[config.mk]
export PLATFORM = sky130hd
export DESIGN_NAME = analog_key_trigger_top
export DESIGN_NICKNAME = d
export VERILOG_FILES = /design/src/rtl/akt_pkg.sv /design/src/rtl/akt_cfg.sv /design/src/rtl/akt_norm.sv /design/src/rtl/akt_core.sv /design/src/rtl/analog_key_trigger_top.sv
export SDC_FILE = /design/constraint.sdc
export NUM_CORES = 2
export LEC_CHECK = 0
export BUFFER_PORTS_ARGS = -buffer_cell sky130_fd_sc_hd__buf_2
export CAP_MARGIN = 10
export CORE_ASPECT_RATIO = 0.6
export CORE_MARGIN = 5
export CORE_UTILIZATION = 60
export DETAILED_ROUTE_END_ITERATION = 6
export GPL_ROUTABILITY_DRIVEN = 0
export MAX_ROUTING_LAYER = met4
export PLACE_DENSITY = 0.77
export SLEW_MARGIN = 30
export SYNTH_ARGS = -nofsm -noshare
export SYNTH_HDL_FRONTEND = slang
export SYNTH_HIERARCHICAL = 1
export SYNTH_SLANG_ARGS = --single-unit
[constraint.sdc]
create_clock -name aclk -period 8.65 [get_ports aclk]
set_input_delay 1.73 -clock aclk [delete_from_list [all_inputs] [get_ports aclk]]
set_output_delay 1.73 -clock aclk [all_outputs]
set_load 0.01 [all_outputs]
[src/rtl/akt_pkg.sv]
package akt_pkg;

    localparam int GAIN_W     = 24;
    localparam int GAIN_SHIFT = 16;
    localparam int DIST_W     = 17;
    localparam int HYST_W     = 16;
    localparam int CFG_IDX_W  = 3;
    localparam int CFG_DATA_W = 24;

    typedef enum logic [1:0] {
        MODE_DIGITAL = 2'd0,
        MODE_THRESH  = 2'd1,
        MODE_RAPID   = 2'd2,
        MODE_SPEED   = 2'd3
    } key_mode_t;

    typedef enum logic [CFG_IDX_W-1:0] {
        REG_KEY_MODE    = 3'd0,
        REG_TOP_LEVEL   = 3'd1,
        REG_TRAVEL_GAIN = 3'd2,
        REG_PRESS_DIST  = 3'd3,
        REG_LIFT_DIST   = 3'd4,
        REG_HYSTERESIS  = 3'd5,
        REG_PRESS_RATE  = 3'd6,
        REG_LIFT_RATE   = 3'd7
    } cfg_idx_t;

    typedef struct packed {
        key_mode_t                 key_mode;
        logic [GAIN_W-1:0]         travel_gain;
        logic signed [DIST_W-1:0]  press_dist;
        logic signed [DIST_W-1:0]  lift_dist;
        logic [HYST_W-1:0]         hysteresis;
        logic signed [DIST_W-1:0]  press_rate;
        logic signed [DIST_W-1:0]  lift_rate;
    } akt_cfg_t;

    // request fields carried alongside the normalized travel
    typedef struct packed {
        logic req_type;
        logic forced_state;
        logic raw_nonzero;
    } akt_item_t;

    localparam logic [GAIN_W-1:0]        RST_TRAVEL_GAIN = 24'd65536;
    localparam logic signed [DIST_W-1:0] RST_PRESS_DIST  = 17'sd16384;
    localparam logic signed [DIST_W-1:0] RST_LIFT_DIST   = 17'sd3277;
    localparam logic [HYST_W-1:0]        RST_HYSTERESIS  = 16'd1638;
    localparam logic signed [DIST_W-1:0] RST_PRESS_RATE  = 17'sd1638;
    localparam logic signed [DIST_W-1:0] RST_LIFT_RATE   = -17'sd1638;

endpackage

[src/rtl/akt_cfg.sv]
module akt_cfg #(
    parameter int SAMPLE_BITS = 12
) (
    input  logic                              aclk,
    input  logic                              aresetn,
    input  logic                              cfg_valid,
    output logic                              cfg_ready,
    input  logic [akt_pkg::CFG_IDX_W-1:0]     cfg_index,
    input  logic [akt_pkg::CFG_DATA_W-1:0]    cfg_wdata,
    output akt_pkg::akt_cfg_t                 cfg,
    output logic [SAMPLE_BITS-1:0]            top_level
);
    import akt_pkg::*;

    akt_cfg_t               cfg_reg;
    logic [SAMPLE_BITS-1:0] top_level_reg;

    assign cfg_ready = 1'b1;
    assign cfg       = cfg_reg;
    assign top_level = top_level_reg;

    always_ff @(posedge aclk) begin
        if (!aresetn) begin
            cfg_reg.key_mode    <= MODE_DIGITAL;
            cfg_reg.travel_gain <= RST_TRAVEL_GAIN;
            cfg_reg.press_dist  <= RST_PRESS_DIST;
            cfg_reg.lift_dist   <= RST_LIFT_DIST;
            cfg_reg.hysteresis  <= RST_HYSTERESIS;
            cfg_reg.press_rate  <= RST_PRESS_RATE;
            cfg_reg.lift_rate   <= RST_LIFT_RATE;
            top_level_reg       <= {SAMPLE_BITS{1'b1}};
        end else if (cfg_valid && cfg_ready) begin
            case (cfg_idx_t'(cfg_index))
                REG_KEY_MODE:    cfg_reg.key_mode <= key_mode_t'(cfg_wdata[1:0]);
                REG_TOP_LEVEL:   top_level_reg <= cfg_wdata[SAMPLE_BITS-1:0];
                REG_TRAVEL_GAIN: cfg_reg.travel_gain <= cfg_wdata[GAIN_W-1:0];
                REG_PRESS_DIST:  cfg_reg.press_dist <= $signed(cfg_wdata[DIST_W-1:0]);
                REG_LIFT_DIST:   cfg_reg.lift_dist <= $signed(cfg_wdata[DIST_W-1:0]);
                REG_HYSTERESIS:  cfg_reg.hysteresis <= cfg_wdata[HYST_W-1:0];
                REG_PRESS_RATE:  cfg_reg.press_rate <= $signed(cfg_wdata[DIST_W-1:0]);
                REG_LIFT_RATE:   cfg_reg.lift_rate <= $signed(cfg_wdata[DIST_W-1:0]);
                default: begin
                end
            endcase
        end
    end

endmodule

[src/rtl/akt_norm.sv]
module akt_norm #(
    parameter int SAMPLE_BITS   = 12,
    parameter int FRACTION_BITS = 15
) (
    input  logic [SAMPLE_BITS-1:0]          top_level,
    input  logic [akt_pkg::GAIN_W-1:0]      travel_gain,
    input  logic [SAMPLE_BITS-1:0]          raw_sample,
    output logic signed [FRACTION_BITS+1:0] travel
);
    import akt_pkg::*;

    localparam int TRAVEL_W = FRACTION_BITS + 2;
    localparam int DIFF_W   = SAMPLE_BITS + 1;
    localparam int PROD_W   = DIFF_W + GAIN_W + 1;
    localparam logic signed [PROD_W-1:0] SAT_MAX = PROD_W'((1 << (TRAVEL_W - 1)) - 1);
    localparam logic signed [PROD_W-1:0] SAT_MIN = ~SAT_MAX;

    logic signed [DIFF_W-1:0] diff;
    logic signed [GAIN_W:0]   gain_s;
    logic signed [PROD_W-1:0] prod;
    logic signed [PROD_W-1:0] scaled;

    assign diff   = $signed({1'b0, top_level}) - $signed({1'b0, raw_sample});
    assign gain_s = $signed({1'b0, travel_gain});
    assign prod   = diff * gain_s;
    // arithmetic shift floors toward minus infinity
    assign scaled = prod >>> GAIN_SHIFT;

    always_comb begin
        if (scaled > SAT_MAX) begin
            travel = SAT_MAX[TRAVEL_W-1:0];
        end else if (scaled < SAT_MIN) begin
            travel = SAT_MIN[TRAVEL_W-1:0];
        end else begin
            travel = scaled[TRAVEL_W-1:0];
        end
    end

endmodule

[src/rtl/akt_core.sv]
module akt_core #(
    parameter int FRACTION_BITS = 15
) (
    input  logic                            aclk,
    input  logic                            aresetn,
    input  akt_pkg::akt_cfg_t               cfg,
    input  logic                            mid_valid,
    output logic                            mid_ready,
    input  akt_pkg::akt_item_t              mid_item,
    input  logic signed [FRACTION_BITS+1:0] mid_travel,
    output logic                            m_valid,
    input  logic                            m_ready,
    output logic                            m_key_pressed,
    output logic                            m_press_event,
    output logic                            m_release_event,
    output logic signed [FRACTION_BITS+1:0] m_travel
);
    import akt_pkg::*;

    localparam int TRAVEL_W = FRACTION_BITS + 2;
    localparam int CMP_W    = ((TRAVEL_W > DIST_W) ? TRAVEL_W : DIST_W) + 2;
    localparam logic signed [CMP_W-1:0] TRAVEL_ONE  = CMP_W'(1 << FRACTION_BITS);
    localparam logic signed [CMP_W-1:0] TRAVEL_ZERO = '0;

    logic                       pressed_reg, pressed_next;
    logic signed [TRAVEL_W-1:0] last_reg, last_next;
    logic signed [TRAVEL_W-1:0] min_reg, min_next;
    logic signed [TRAVEL_W-1:0] max_reg, max_next;

    logic                       valid_reg;
    logic                       key_reg;
    logic                       press_reg;
    logic                       release_reg;
    logic signed [TRAVEL_W-1:0] travel_reg;

    logic                       take;
    logic signed [CMP_W-1:0]    v_w, mn_w, mx_w, last_w, hyst_w, diff_w;
    logic signed [CMP_W-1:0]    trig_w, rel_w, tspd_w, rspd_w;
    logic                       st;

    assign mid_ready = !valid_reg || m_ready;
    assign take      = mid_valid && mid_ready;

    assign v_w    = CMP_W'(mid_travel);
    assign last_w = CMP_W'(last_reg);
    assign hyst_w = $signed(CMP_W'({1'b0, cfg.hysteresis}));
    assign trig_w = CMP_W'(cfg.press_dist);
    assign rel_w  = CMP_W'(cfg.lift_dist);
    assign tspd_w = CMP_W'(cfg.press_rate);
    assign rspd_w = CMP_W'(cfg.lift_rate);
    assign diff_w = v_w - last_w;

    always_comb begin
        st   = pressed_reg;
        mn_w = CMP_W'(min_reg);
        mx_w = CMP_W'(max_reg);
        last_next = last_reg;
        if (mid_item.req_type) begin
            st = mid_item.forced_state;
        end else begin
            case (cfg.key_mode)
                MODE_DIGITAL: begin
                    st = mid_item.raw_nonzero;
                end
                MODE_THRESH: begin
                    if (v_w - hyst_w > trig_w) st = 1'b1;
                    if (v_w + hyst_w < trig_w) st = 1'b0;
                    last_next = mid_travel;
                end
                MODE_RAPID: begin
                    if (pressed_reg) begin
                        if (v_w - mn_w >= trig_w && v_w > mx_w) mx_w = v_w;
                        if (mx_w - v_w >= rel_w) begin
                            mn_w = v_w;
                            st   = 1'b0;
                        end
                    end else begin
                        if (v_w - mn_w >= trig_w) begin
                            mx_w = v_w;
                            st   = 1'b1;
                        end
                        if (mx_w - v_w >= rel_w && v_w < mn_w) mn_w = v_w;
                    end
                    // clamps at rest and at full press
                    if (v_w <= TRAVEL_ZERO) begin
                        st   = 1'b0;
                        mn_w = '0;
                    end
                    if (v_w >= TRAVEL_ONE) begin
                        st   = 1'b1;
                        mx_w = TRAVEL_ONE;
                    end
                    last_next = mid_travel;
                end
                MODE_SPEED: begin
                    if (diff_w > tspd_w) st = 1'b1;
                    if (diff_w < rspd_w) st = 1'b0;
                    last_next = mid_travel;
                end
                default: begin
                end
            endcase
        end
        pressed_next = st;
        min_next     = min_reg;
        max_next     = max_reg;
        if (!mid_item.req_type && cfg.key_mode == MODE_RAPID) begin
            min_next = mn_w[TRAVEL_W-1:0];
            max_next = mx_w[TRAVEL_W-1:0];
        end
    end

    always_ff @(posedge aclk) begin
        if (!aresetn) begin
            pressed_reg <= 1'b0;
            last_reg    <= '0;
            min_reg     <= '0;
            max_reg     <= '0;
            valid_reg   <= 1'b0;
        end else begin
            if (take) begin
                pressed_reg <= pressed_next;
                last_reg    <= last_next;
                min_reg     <= min_next;
                max_reg     <= max_next;
                valid_reg   <= 1'b1;
            end else if (m_ready) begin
                valid_reg   <= 1'b0;
            end
        end
    end

    always_ff @(posedge aclk) begin
        if (take) begin
            key_reg     <= pressed_next;
            press_reg   <= !pressed_reg && pressed_next;
            release_reg <= pressed_reg && !pressed_next;
            travel_reg  <= last_next;
        end
    end

    assign m_valid         = valid_reg;
    assign m_key_pressed   = key_reg;
    assign m_press_event   = press_reg;
    assign m_release_event = release_reg;
    assign m_travel        = travel_reg;

endmodule

[src/rtl/analog_key_trigger_top.sv]
// Analog key trigger: one raw position sample (or a forced state) in, one
// result out with key state, press/release pulses and Q15 travel.
// Input channel s_*: req_type selects a raw sample (0) or a forced state (1).
// Result channel m_*: exactly one result per input transaction, in order.
// Config channel cfg_*: register index and data, always ready; write only
// while no transaction is in flight.
// Path: the input register, then the normalize multiply into the middle
// register, then the mode logic into the output register. Throughput: one
// transaction per cycle while m_ready stays high; the key state is held in
// the final stage, so back-to-back samples see each other's updates.
// Reset: config returns to defaults, key released, travel/min/max cleared,
// pipeline emptied.
// Stalls: when m_ready is low the result holds and the pipeline fills; with
// all three stages full s_ready drops in the same cycle.
module analog_key_trigger_top #(
    parameter int SAMPLE_BITS   = 12,
    parameter int FRACTION_BITS = 15
) (
    input  logic                              aclk,
    input  logic                              aresetn,
    input  logic                              s_valid,
    output logic                              s_ready,
    input  logic                              s_req_type,
    input  logic [SAMPLE_BITS-1:0]            s_raw_sample,
    input  logic                              s_forced_state,
    output logic                              m_valid,
    input  logic                              m_ready,
    output logic                              m_key_pressed,
    output logic                              m_press_event,
    output logic                              m_release_event,
    output logic signed [FRACTION_BITS+1:0]   m_travel,
    input  logic                              cfg_valid,
    output logic                              cfg_ready,
    input  logic [akt_pkg::CFG_IDX_W-1:0]     cfg_index,
    input  logic [akt_pkg::CFG_DATA_W-1:0]    cfg_wdata
);
    import akt_pkg::*;

    localparam int TRAVEL_W = FRACTION_BITS + 2;

    akt_cfg_t                   cfg;
    logic [SAMPLE_BITS-1:0]     top_level;

    logic                       in_valid_reg;
    logic                       in_req_reg;
    logic                       in_forced_reg;
    logic [SAMPLE_BITS-1:0]     in_raw_reg;

    logic                       mid_valid_reg;
    akt_item_t                  mid_item_reg;
    logic signed [TRAVEL_W-1:0] mid_travel_reg;

    logic                       mid_ready;
    logic                       in_adv;
    logic signed [TRAVEL_W-1:0] norm_travel;

    assign in_adv  = !mid_valid_reg || mid_ready;
    assign s_ready = !in_valid_reg || in_adv;

    akt_cfg #(
        .SAMPLE_BITS(SAMPLE_BITS)
    ) u_cfg (
        .aclk      (aclk),
        .aresetn   (aresetn),
        .cfg_valid (cfg_valid),
        .cfg_ready (cfg_ready),
        .cfg_index (cfg_index),
        .cfg_wdata (cfg_wdata),
        .cfg       (cfg),
        .top_level (top_level)
    );

    akt_norm #(
        .SAMPLE_BITS   (SAMPLE_BITS),
        .FRACTION_BITS (FRACTION_BITS)
    ) u_norm (
        .top_level   (top_level),
        .travel_gain (cfg.travel_gain),
        .raw_sample  (in_raw_reg),
        .travel      (norm_travel)
    );

    always_ff @(posedge aclk) begin
        if (!aresetn) begin
            in_valid_reg  <= 1'b0;
            mid_valid_reg <= 1'b0;
        end else begin
            if (s_ready) in_valid_reg <= s_valid;
            if (in_adv) mid_valid_reg <= in_valid_reg;
        end
    end

    always_ff @(posedge aclk) begin
        if (s_valid && s_ready) begin
            in_req_reg    <= s_req_type;
            in_forced_reg <= s_forced_state;
            in_raw_reg    <= s_raw_sample;
        end
        if (in_valid_reg && in_adv) begin
            mid_item_reg.req_type     <= in_req_reg;
            mid_item_reg.forced_state <= in_forced_reg;
            mid_item_reg.raw_nonzero  <= |in_raw_reg;
            mid_travel_reg            <= norm_travel;
        end
    end

    akt_core #(
        .FRACTION_BITS(FRACTION_BITS)
    ) u_core (
        .aclk            (aclk),
        .aresetn         (aresetn),
        .cfg             (cfg),
        .mid_valid       (mid_valid_reg),
        .mid_ready       (mid_ready),
        .mid_item        (mid_item_reg),
        .mid_travel      (mid_travel_reg),
        .m_valid         (m_valid),
        .m_ready         (m_ready),
        .m_key_pressed   (m_key_pressed),
        .m_press_event   (m_press_event),
        .m_release_event (m_release_event),
        .m_travel        (m_travel)
    );

endmodule

### Word level (Yosys, flattened, before mapping)

Cells that the tools add are included.

| word-level totals | value |
|---|---|
| bits in registers | 231 |
| output and inout port bits | 23 |
| logic and storage cells | 122 |

| cells by class | value |
|---|---|
| add/subtract/negate cells | 7 |
| multipliers | 1 |
| order comparisons | 13 |
| eq/ne operators | 11 |
| mux-type cells | 30 |
| bitwise operators | 1 |
| reduce and logical (&&, ||, !) cells | 33 |

Operators with widths:

| cell | count |
|---|---|
| $mux W17 | 9 |
| $mux W19 | 8 |
| $sub A17 B17 Y18 | 3 |
| $ge A19 B17 Y1 | 2 |
| $mul A13 B25 Y38 | 1 |
| $sub A19 B17 Y19 | 2 |
| $gt A18 B17 Y1 | 2 |
| $lt A18 B17 Y1 | 2 |
| $gt A22 B17 Y1 const B | 1 |
| $lt A22 B17 Y1 const B | 1 |
| $add A17 B17 Y18 | 1 |
| $ge A18 B17 Y1 | 1 |
| $ge A17 B17 Y1 const B | 1 |
| $gt A17 B17 Y1 | 1 |
| $le A17 B1 Y1 const B | 1 |
| $lt A17 B17 Y1 | 1 |
| $reduce_and A2 Y1 | 8 |
| $sub A12 B12 Y13 | 1 |
| $eq A3 B3 Y1 const B | 4 |
| $mux W1 | 12 |
| $reduce_or A12 Y1 | 1 |
| $logic_and A1 B1 Y1 | 8 |
| $eq A3 B2 Y1 const B | 2 |
| $logic_not A1 Y1 | 6 |
| other kinds (14) | 17 |

### Longest topological paths before layout

| depth | value |
|---|---|
| word-level depth | 17 |
| mapped depth | 40 |
| mapped depth without buffers | 37 |

### Cells and area by module

Netlist, hierarchy kept.

By module, submodules not included:

| module | instances | cells each | area each (um^2) | sequential area each (um^2) |
|---|---|---|---|---|
| akt_core | 1 | 1490 | 11374.7 | 1661.6 |
| akt_norm | 1 | 1301 | 11195.7 | 0.0 |
| akt_cfg | 1 | 457 | 4770.8 | 2442.3 |
| analog_key_trigger_top | 1 | 47 | 1148.6 | 1061.0 |

### Worst setup path after synthesis

Ideal clock, no wire load.

| timing | value |
|---|---|
| path type | register to register |
| start | reg in_raw_reg[0] |
| end | reg mid_travel_reg[10] (data pin) |
| library setup time | 0.254 ns |
| arrival | 7.702 ns |
| data required time | 8.396 ns |
| setup slack | 0.694 ns |
| stages on the path, launching flop included | 33 |
| path buffers | 2 |
| cell sequence | edfxtp_1 ha_1 fa_1 nor2b_1 o21ai_1 a21boi_1 o21ai_1 a21boi_1 o21a_1 nor2_1 xnor2_1 clkbuf_1 nand2_1 fa_1 fa_1 inv_1 fa_1 fa_1 fa_1 inv_1 fa_1 inv_1 ha_1 nand2_1 nor3_1 nand2_1 o211ai_2 a21oi_2 o41ai_2 xor2_1 o41a_1 buf_6 a21o_1 |

| on the way | value |
|---|---|
| word-level cells in the longest chain between the ends | 4 |
| elaborated cells between the ends (all ways) | 5 |
| classes of those cells | 1 x add/sub; 1 x mul; 2 x order compare; 1 x mux |

RTL lines:

| item | line | RTL |
|---|---|---|
| start: declaration | analog_key_trigger_top.sv:47 | `logic [SAMPLE_BITS-1:0] in_raw_reg;` |
| start signal: assignment | analog_key_trigger_top.sv:97 | `in_raw_reg <= s_raw_sample;` |
| $sub A12 B12 Y13 * | akt_norm.sv:23 | `assign diff = $signed({1'b0, top_level}) - $signed({1'b0, raw_sample});` |
| $mul A13 B25 Y38 * | akt_norm.sv:25 | `assign prod = diff * gain_s;` |
| $lt A22 B17 Y1 | akt_norm.sv:32 | `end else if (scaled < SAT_MIN) begin` |
| $mux W17 | akt_norm.sv:32 |  |
| end signal: assignment | analog_key_trigger_top.sv:103 | `mid_travel_reg <= norm_travel;` |
| end: declaration | analog_key_trigger_top.sv:51 | `logic signed [TRAVEL_W-1:0] mid_travel_reg;` |

Mark *: on every way between the ends. The rest lies on a longest branch, timed or not.
A chain may end at the register's enable or synchronous reset.

### Worst setup path in the final report

| timing | value |
|---|---|
| start | reg in_raw_reg[1] |
| end | reg mid_travel_reg[3] (data pin) |

The elaborated chain is that of the path after synthesis.

==> impl_metrics.py <==
metrics = {
    "run_status": {
        "run_status": "finished, violations left",
        "failing_checks": "DRC, setup timing",
    },
    "finish": {
        "layout-drive-gt1-share_pct": 9.41,
        "finalNonFillerCells": 3981,
        "finalNetCount": 3990,
        "finish.utilization_pct": 66.7,
        "area_growth_pct": 9.17,
        "largest_reg_flops": 110,
    },
    "routing": {
        "drtIter0Drc": 3318,
        "drcViolationCount": 43,
        "antenna_violating_nets_post_route": 0,
        "detailroute.via_count": 25608,
        "detail_route.first_pass.iterations": 7,
        "drt-total-wl_um": 94700,
        "wl_per_cell_um": 23.8,
        "detail_route.vias_per_cell": 6.43,
    },
    "setup_path": {
        "reg2reg_slack_ns": -0.0008,
        "critPathLaunchType": "register",
        "cpPeakStageDelay_ns": 0.67,
        "required_ns": 8.96,
        "setup.worst_path.start": "in_raw_reg[1]",
        "beginning_of_the_worst_register_to_register_path": "in_raw_reg[1]",
        "crit_path_end_kind": "register",
        "critical_path.endpoint": "mid_travel_reg[3]",
        "max_fo_critical_path": 8,
        "worstPathArrival_ns": 8.96,
        "crit_path_top_delay_cell": "fa_2",
        "critPathKind": "reg -> reg",
        "crit_path_frequent_cell": "fa_1",
        "r2r_cells": 30,
        "regToRegEndpoint": "mid_travel_reg[3]",
    },
    "floorplan": {
        "core_area_sq_mm": 0.0466,
        "num_io_pins": 69,
        "floorplan.initialDensity_pct": 61.1,
        "floorplan.die_area_sq_mm": 0.0521,
        "die_h_um": 179,
        "placementRows": 61,
        "width_of_the_chip_um": 291,
    },
    "placed_design": {
        "place.port_buffers": 67,
        "dpl_wire_length_um": 72900,
        "dp.cells": 3903,
    },
    "synthesis": {
        "synth_async_sr_flop_share_pct": 0,
        "ys.flop_type": "dfxtp_1",
        "netlist_instances": 3295,
        "synth_area_sq_mm": 0.0285,
        "synth.ff_latch_count": 231,
        "number_of_distinct_library_cells_after_synthesis": 95,
        "synthesis.nets": 3958,
        "syn_avg_cell_area_sq_um": 8.65,
        "yosys_warn_count": 6,
        "synth_enable_flop_cells": 54,
        "sequential_to_total_area_share_from_yosys_stat_pct": 18.1,
    },
    "pwr": {
        "total_power_uw": 5610,
        "power.ir.vdd_worst_mv": 0.153,
        "p_per_cell_area_mw_per_mm2": 180,
        "p_leak_uw": 0.0143,
    },
    "global_route": {
        "grt_pass1_vias": 25029,
        "all_layer_gr_usage_pct": 35.7,
        "grt_antenna_before_repair": 6,
        "global_route.overflow_total": 0,
        "wire_length_of_the_first_global_routing_pass_um": 142000,
        "grt_start_max_net_pins": 99,
    },
    "clock_tree": {
        "cts.clk_slew.worst_paths_ns": 0.06,
        "numClockSinks": 231,
        "ctsHtreeMaxLevel": 1,
        "cts_buffers": 25,
        "maximum_clock_insertion_buffer_count": 3,
        "tritoncts": "yes",
        "cts_root_buffer": "clkbuf_16",
        "holdBufCountCts": 0,
        "clock_insertion_delay_worst_skew_ns": 0.58,
    },
    "sta": {
        "finalWorstPathRequiredPeriod_ns": 8.65,
        "timing.final.ws_setup_ns": -0.000799,
        "worst_clock_skew_ns": 0.0259,
        "setup_repair_after_global_routing_missed_its_margin": "true",
        "finalSetupTns_ns": -0.000799,
        "final_hold_viol_count": 0,
        "timing.final.max_slew_violations": 0,
        "post-route-period-util_pct": 100,
        "setup_viol": 1,
        "worst_margin_slew_ns": 1.02,
        "max_freq_ghz": 0.116,
        "timing.slew.headroom_pct": 32.0,
    },
    "run": {
        "max_cap_viol_count": 0,
    },
    "hold_path": {
        "hold_path.class": "reg -> reg",
    },
}
==> layer usage <==
| layer | share of wire, % | GRT usage [%] | wire length (um) | up-vias |
|---|---|---|---|---|
| met5 | 0 | - | 0 | - |
| met4 | 3.0 | 8.65 | 2830 | 0 |
| met3 | 17 | 14.9 | 16200 | 295 |
| met2 | 39 | 49.1 | 37400 | 1774 |
| met1 | 40 | 48.9 | 38300 | 12337 |
| li1 | - | - | - | 11202 |
==> cells by family (layout without fill, tap and decap cells) <==
group | count (synthesis) | in the layout | share of synthesized area [%]
other | 1 | 6 | 0.0132
XOR/XNOR | 92 | 92 | 2.83
AO/OA/AOI/OAI | 573 | 574 | 13.4
adder cells (fa/ha/maj) | 617 | 617 | 33.6
AND/OR/NAND/NOR | 1056 | 1056 | 18.3
buffers and inverters | 559 | 609 | 7.81
multiplexers | 166 | 166 | 5.86
flip-flops | 231 | 231 | 18.1
==> synthesized netlist by cell type (5+ instances only) <==
master / count / share of area [%]
and2_1: 46 / 1.0
nand3b_1: 8 / 0.21
xnor2_1: 71 / 2.2
a211o_1: 10 / 0.31
o21ai_1: 12 / 0.21
o31a_1: 8 / 0.25
nor3b_1: 5 / 0.13
buf_4: 10 / 0.26
nand4b_1: 8 / 0.25
a21boi_0: 8 / 0.21
o21bai_1: 9 / 0.24
a22o_1: 15 / 0.46
clkbuf_1: 104 / 1.4
nand2_1: 434 / 5.7
o211ai_1: 23 / 0.61
ha_1: 369 / 16
and3_1: 14 / 0.31
buf_6: 8 / 0.32
o311ai_0: 5 / 0.15
a211oi_1: 41 / 1.1
xor2_1: 21 / 0.65
dfxtp_1: 177 / 12
nor2b_1: 118 / 2.6
a21o_1: 70 / 1.8
inv_1: 410 / 5.4
a21boi_1: 5 / 0.13
a31oi_1: 17 / 0.37
a21oi_1: 139 / 2.4
o21a_1: 23 / 0.61
o21ai_0: 116 / 2.0
fa_1: 248 / 17
nor2_1: 128 / 1.7
nand2b_1: 72 / 1.6
buf_2: 24 / 0.42
and4_1: 5 / 0.15
nor3_1: 42 / 0.74
nand4_1: 32 / 0.70
nand3_1: 81 / 1.4
or2_2: 7 / 0.15
or3_1: 15 / 0.33
nor4_1: 18 / 0.40
o31ai_1: 13 / 0.34
edfxtp_1: 54 / 5.7
mux2i_1: 160 / 5.6
==> layout by cell type, fill, tap and decap left out, types with 40 or more instances in the layout <==
master    synthesis  routed
nand2_1         434     431
inv_1           410     406
ha_1            369     364
fa_1            248     245
dfxtp_1         177     175
mux2i_1         160     160
a21oi_1         139     131
nor2_1          128     123
nor2b_1         118     114
o21ai_0         116     110
nand3_1          81      80
buf_4            10      77
nand2b_1         72      72
a21o_1           70      69
xnor2_1          71      67
buf_2            24      66
edfxtp_1         54      54
and2_1           46      46
nor3_1           42      40
a211oi_1         41      40
==> worst max-delay path, delay by kind of cell, from the launching register on <==
family | cells | cell delay, ns
fa+ha+maj | 8 | 3.72
buf+inv | 4 | 0.23
flops | 1 | 0.43
xor+xnor | 1 | 0.24
mux | 1 | 0.35
compound gates | 12 | 2.89
simple gates | 4 | 0.50
==> power breakdown <==
part | leakage, uW | total (uW) | internal [uW] | switching [uW]
Sequential | 0.00194 | 1190 | 1150 | 40.1
Clock | 0.000448 | 1200 | 694 | 505
Combinational | 0.0119 | 3220 | 1240 | 1980
Total | 0.0143 | 5610 | 3090 | 2530
==> layout make-up <==
| type | count | area, sq um |
|---|---|---|
| multi-input cells | 2506 | 21600 |
| inverters | 410 | 1540 |
| clock inverters | 8 | 93.8 |
| diodes | 5 | 12.5 |
| clock buffers | 38 | 821 |
| well taps | 630 | 788 |
| fillers | 3607 | 15500 |
| flip-flops and latches | 231 | 5170 |
| repair buffers | 153 | 1080 |
==> metrics by stage <==
| step | setup WS (ns) | hold slack [ns] | instance area (sq um) |
|---|---|---|---|
| 6_report | -0.000799 | 0.418 | 31100 |
| 3_3_place_gp | 0.0345 | 0.404 | 29500 |
| 3_5_place_dp | -0.172 | 0.405 | 29500 |
| 2_1_floorplan | 0.694 | 0.400 | 28500 |
| 4_1_cts | 0.0114 | 0.419 | 30400 |
| 5_1_grt | -0.209 | 0.425 | 31100 |
==> how the worst min path moves through the flow <==
stage,start,endpoint,slack [ns],cells after the start
after floorplan,in_forced_reg,mid_item_reg[1],0.40,0
after global placement,in_forced_reg,mid_item_reg[1],0.40,0
after detailed placement,in_forced_reg,mid_item_reg[1],0.41,0
after CTS,in_forced_reg,mid_item_reg[1],0.42,0
after global routing,in_forced_reg,mid_item_reg[1],0.42,0
final,in_forced_reg,mid_item_reg[1],0.42,0
==> timing repair <==
| item | CTS | global route |
|---|---|---|
| gates resized for setup | 7 | 96 |
| setup buffers | 0 | 24 |
| endpoints found under the hold margin | 0 | 0 |
| gates cloned | 0 | 3 |
| setup endpoints to repair | 33 | 37 |
| pin swaps | 0 | 51 |
No activity file was read; power rests on OpenSTA's default activity.
